==> src/rtl/iace_dly.sv <==
// Enabled delay line for payload that rides alongside the multiplier stages.
// No dependencies.
module iace_dly #(
    parameter int unsigned W = 64,
    parameter int unsigned D = 3
) (
    input  logic         i_clk,
    input  logic         i_en,
    input  logic [W-1:0] i_d,
    output logic [W-1:0] o_q
);

    logic [W-1:0] r_q [D];

    always_ff @(posedge i_clk) begin
        if (i_en) begin
            r_q[0] <= i_d;
            for (int k = 1; k < D; k++) begin
                r_q[k] <= r_q[k-1];
            end
        end
    end

    assign o_q = r_q[D-1];

endmodule

==> config.mk <==
export PLATFORM = sky130hd
export DESIGN_NAME = iace_dly
export DESIGN_NICKNAME = d
export VERILOG_FILES = /design/src/rtl/iace_dly.sv
export SDC_FILE = /design/constraint.sdc
export NUM_CORES = 1
export LEC_CHECK = 0
export ABC_AREA = 1
export BUFFER_PORTS_ARGS = -buffer_cell sky130_fd_sc_hd__buf_2
export CAP_MARGIN = 20
export CORE_MARGIN = 2
export CORE_UTILIZATION = 35
export CTS_CLUSTER_DIAMETER = 50
export CTS_CLUSTER_SIZE = 8
export DETAILED_ROUTE_END_ITERATION = 6
export PLACE_DENSITY_LB_ADDON = 0.15
export SETUP_SLACK_MARGIN = 0.4
export SYNTH_ARGS = -nofsm -noshare
export SYNTH_HDL_FRONTEND = slang
export SYNTH_SLANG_ARGS = --single-unit
==> constraint.sdc <==
create_clock -name i_clk -period 0.8 [get_ports i_clk]
set_input_delay 0 -clock i_clk [delete_from_list [all_inputs] [get_ports i_clk]]
set_output_delay 0 -clock i_clk [all_outputs]
set_load 0.02 [all_outputs]
==> impl_metrics.ini, run 1 <==
[sta]
finalCritPeriodShare_pct = 125
clock_skew_ns = 0.00621
hold_viol_final = 64
finalSetupTns_ns = -9.34
maxSlewViolCount = 0
fin_ws_ns = -0.202
setup_viol_count_final = 64
rsz0062_at_grt = true
max_freq_ghz = 0.998
holdWs_ns = -0.250
maxSlewHeadroom_pct = 84.4
fin_crit_ns = 1.00
worst_pin_slew_ns = 0.234

[power_and_ir_drop]
p_per_area_nw_per_um2 = 2850
finalPower_mw = 22.1
p_clk_share_pct = 40.8
ir_worst_vdd_v = 0.00143
swShare_pct = 19.1
p_leak_nw = 2.87
switching_power_mw = 4.23
p_seq_share_pct = 54.6
power.internal_mw = 17.9
power_frac_comb_pct = 4.6

[final_layout]
reg_top3 = r_q: 192 flops
regMostFlops = r_q
largest_reg_flops = 192
multi_input_comb_area_um2 = 0
final_nets = 413
antenna_cells = 0
drive_above_1_share_pct = 45.8
comb.multi_input.count = 0
fin_cells = 585
area_growth_pct = 24.4

[global_routing]
grt_first_pass_wirelength_mm = 12.2
use_met2_pct = 12.7
grt_use_total_pct = 9.26
grt.busiest_layer = met2
grt_antenna_before_repair = 0
gr-usage-met3_pct = 4.38
grt_remaining_overflow = 0
grt_max_degree = 44
grt_pass1_vias = 2353
gr-usage-met1_pct = 12.0

[routing]
wl_per_cell_um = 14.3
drtAntennaViolNets = 0
totalWireLength_mm = 8.34
vias = 2307
drc_errors = 0
routed_via_density = 3.94
firstDrtPassIters = 4
drt_iter0_drc = 211

[placed_design]
place_ws_ns = 0.0250
place_inst = 553
post-dp-hpwl_mm = 5.28
gp_congestion = 0.604
port_buffers = 129

[synth]
synthCells = 256
ys_types = 2
syn-cell-area_um2 = 6250
yosys_warnings = 0
synth_compound_area_share_pct = 0
synthXorXnorAreaFrac_pct = 0
syn_area_per_cell_um2 = 24.4
synth_mux_area_share_pct = 0
ys_seq_area_share_pct = 92.3
synth_top_family_by_area = buffers and inverters
ys_ff_latch = 192
synth_fa_ha_area_share_pct = 0
syn-num-nets = 322
yosys.area_share.simple_pct = 0

[clocking]
root_buffer = clkbuf_16
clockBufferDepth = 2
clk_latency_ns = 0.42
numCtsBuffers = 17
clk_pin_slew_ns = 0.07
clock-sinks = 192
post_cts_buffers = 0
cts_tree = done
cts_htree_levels = 4

[setup_path]
cp.arrival_ns = 1.00
cp-end-kind = output pin
crit_family = flip-flops
crit_path_start_kind = flip-flop
cp.required_ns = 0.80
slowest_stage = edfxtp_1
path_buf_inv = 1
crit_fanout = 1
max_stage_delay_ns = 0.43
worstPathCellList = buf_6
critical_path_class = reg -> out

[floorplanning]
coreArea_um2 = 17400
rows = 48
die_h_um = 138
ioPinCount = 130
dieArea_um2 = 18900
fp.dieW_um = 138
initial_core_util_pct = 36.0

[hold_path]
holdCritPathClass = in -> reg

[run_status]
violations = hold timing, setup timing
status = complete, but fails checks

[flow_run]
drv_cap = 0
==> metal layers <==
metal / share of wire [%] / up-vias
met5: 0 / -
met1: 44 / 1105
met3: 7.8 / 15
met2: 45 / 90
li1: - / 1097
met4: 2.4 / 0
==> kinds of logic (layout without fill, tap and decap cells) <==
| group | count (synthesis) | count (layout) |
|---|---|---|
| buffers and inverters | 64 | 168 |
| DFF | 192 | 192 |
==> cells in the final DEF (no fill, tap or decap) <==
cell,Yosys,routed
clkbuf_1,0,1
clkbuf_16,0,17
edfxtp_1,192,192
buf_6,0,52
buf_4,64,3
clkbuf_8,0,1
inv_6,0,2
buf_12,0,4
clkinv_2,0,2
clkinv_1,0,2
buf_2,0,76
bufinv_16,0,5
clkinv_4,0,3
==> metrics by stage <==
stage	area, um2	util, %
floorplan	6250	-
global placement	6800	39.2
detailed placement	6800	39.2
CTS	7630	44.0
global route	7770	44.8
finish	7770	44.8
==> cell type report <==
class                 instances  area (um2)
Sequential cell             192        5770
Timing Repair Buffer        136        1080
Clock inverter               14         211
Fill cell                  1477        9590
Clock buffer                 18         429
Tap cell                    225         282
==> worst paths after layout <==
path                                   from          to  slack (ns)  cells past startpoint
worst max-delay path            r_q[0][146]     o_q[18]       -0.20                      1
worst min-delay path                i_d[61]  r_q[0][61]       -0.25                      1
worst max register to register   r_q[0][22]  r_q[0][86]        0.16                      0
worst min register to register   r_q[0][31]  r_q[0][95]        0.42                      0
==> power groups by stage <==
stage | registers [mW] | logic, mW | clock network (mW)
2_1_floorplan | 12.2 | 0.520 | 0
6_report | 12.1 | 1.03 | 9.02
5_1_grt | 12.1 | 1.10 | 9.70
3_3_place_gp | 12.2 | 0.858 | 0
4_1_cts | 12.1 | 0.981 | 9.31
3_5_place_dp | 12.3 | 0.878 | 0
==> synthesized netlist by cell type, drive strengths merged <==
cell      n  area (um2)
edfxtp  192        5770
buf      64         480
==> repair_timing <==
| action | CTS | global route |
|---|---|---|
| resized for setup | 60 | 44 |
| endpoints found under the hold margin | 64 | 64 |
| setup endpoints to repair | 192 | 192 |
No activity file was read; power rests on OpenSTA's default activity.
==> run 2: changes to the inputs <==
--- a/config.mk
+++ b/config.mk
@@ -8,6 +8,7 @@
 export ABC_AREA = 1
 export BUFFER_PORTS_ARGS = -buffer_cell sky130_fd_sc_hd__buf_2
 export CAP_MARGIN = 20
+export CORE_ASPECT_RATIO = 0.9
 export CORE_MARGIN = 2
 export CORE_UTILIZATION = 35
 export CTS_CLUSTER_DIAMETER = 50
==> impl_metrics.ini, run 2 (synthesized netlist as in run 1, its figures left out) <==
[power_and_ir_drop]
switching_power_mw = 4.27
power.internal_mw = 17.3
p_leak_nw = 2.84
p_seq_share_pct = 56.0
p_clk_share_pct = 39.1
swShare_pct = 19.8
finalPower_mw = 21.6
p_per_area_nw_per_um2 = 2770
ir_worst_vdd_v = 0.00141
power_frac_comb_pct = 4.8

[setup_path]
cp.arrival_ns = 1.00
crit_path_start_kind = flip-flop
max_stage_delay_ns = 0.43
rr_startpoint = r_q[0][112]
r2r_slack_ns = 0.15
critical_path_class = reg -> out
crit_family = flip-flops
reg2reg_depth = 0
worstReg2RegEnd = r_q[0][176]
cp-end-kind = output pin
crit_cells = 1
path_buf_inv = 1
crit_fanout = 1
worstPathCellList = buf_6
cp.required_ns = 0.80
slowest_stage = edfxtp_1

[routing]
drtAntennaViolNets = 0
firstDrtPassIters = 4
totalWireLength_mm = 8.46
drt_iter0_drc = 113
routed_via_density = 3.94
drc_errors = 0
wl_per_cell_um = 14.1
vias = 2356

[final_layout]
fill_cells = 1544
multi_input_comb_area_um2 = 0
post-route-util_pct = 44.3
regMostFlops = r_q
register_area_um2 = 5770
area_growth_pct = 24.5
comb.multi_input.count = 0
final_cell_mix = edfxtp_1, buf_2, buf_6
final_common_cell = edfxtp_1
reg_top3 = r_q: 192 flops
antenna_cells = 0
drive_above_1_share_pct = 45.3
final_nets = 411
largest_reg_flops = 192

[hold_path]
hold_end = r_q[0][37]
hold_path.startpoint = i_d[37]
min_path_cells = 1
holdCritPathClass = in -> reg

[clocking]
cts_htree_levels = 4
clk_pin_slew_ns = 0.07
clock-sinks = 192
root_buffer = clkbuf_16
clk_latency_ns = 0.42
numCtsBuffers = 17
post_cts_buffers = 0
cts_tree = done
clockBufferDepth = 2

[sta]
holdWs_ns = -0.250
fin_ws_ns = -0.200
max_freq_ghz = 1.00
clock_skew_ns = 0.00631
hold_viol_final = 64
rsz0062_at_grt = true
maxSlewViolCount = 0
worst_pin_slew_ns = 0.283
fin_crit_ns = 1.00
setup_viol_count_final = 64
maxSlewHeadroom_pct = 81.1
finalCritPeriodShare_pct = 125

[placed_design]
port_buffers = 129
post-dp-hpwl_mm = 5.17
gp_congestion = 0.614

[floorplanning]
die_h_um = 131
fp.dieW_um = 145
initial_core_util_pct = 35.6
ioPinCount = 130
coreArea_um2 = 17600
rows = 46
dieArea_um2 = 18900

[global_routing]
grt_max_degree = 51
grt_remaining_overflow = 0
grt_first_pass_wirelength_mm = 12.6
grt_use_total_pct = 9.29
grt_antenna_before_repair = 1
grt_pass1_vias = 2401

[run_status]
status = complete, but fails checks
violations = hold timing, setup timing

[flow_run]
drv_cap = 0
run 2: cell count changes in the layout (fill, tap and decap cells not counted), sizes merged:
cell and delta:
buf -2, bufinv -2, clkinv -2, clkinvlp +2, clkbuf +1, inv +1
run 2: power groups by stage:
| stage | combinational, mW | sequential, mW | clock (mW) |
|---|---|---|---|
| after detailed placement | 0.861 | 12.3 | 0 |
| after global routing | 1.12 | 12.2 | 9.14 |
| after CTS | 0.954 | 12.1 | 8.75 |
| after floorplan | 0.520 | 12.2 | 0 |
| after global placement | 0.853 | 12.2 | 0 |
| final | 1.04 | 12.1 | 8.44 |
run 2: stage by stage:
stage / setup TNS, ns / cells / instance area [um2] / hold slack (ns) / setup slack [ns]
after detailed placement: 0 / 566 / 6810 / 0.178 / 0.00557
after floorplan: 0 / 256 / 6250 / 0.0989 / 0.211
after global placement: 0 / 566 / 6810 / 0.177 / 0.0229
final: -9.39 / 598 / 7780 / -0.250 / -0.200
after CTS: -11.43 / 598 / 7570 / -0.279 / -0.230
after global routing: -12.72 / 598 / 7780 / -0.279 / -0.253
run 2: layout make-up:
class	count	share of cell area [%]
clock buffer	19	5.57
clock inverter	13	2.08
sequential	192	74.1
tap	240	3.86
timing repair buffer	134	14.4
run 2: routing by layer:
metal	vias up	share of wire (%)	track usage, %
met5	-	0.15	0
met4	2	1.5	4.11
met3	13	9.2	5.28
met2	90	44	12.5
met1	1160	45	12.3
li1	1091	-	-
run 2: how the worst max path moves through the flow:
stage	from	end	slack (ns)
6_report	r_q[0][158]	o_q[30]	-0.20
5_1_grt	r_q[0][145]	o_q[17]	-0.25
4_1_cts	r_q[0][165]	o_q[37]	-0.23
3_5_place_dp	i_en	r_q[0][136]	0.006
3_3_place_gp	i_en	r_q[0][136]	0.02
2_1_floorplan	r_q[0][36]	r_q[0][100]	0.21
run 2: timing repair:
action / CTS / global route
gates resized for setup: 54 / 66
hold endpoints to repair: 64 / 64
endpoints found under the setup margin: 192 / 192
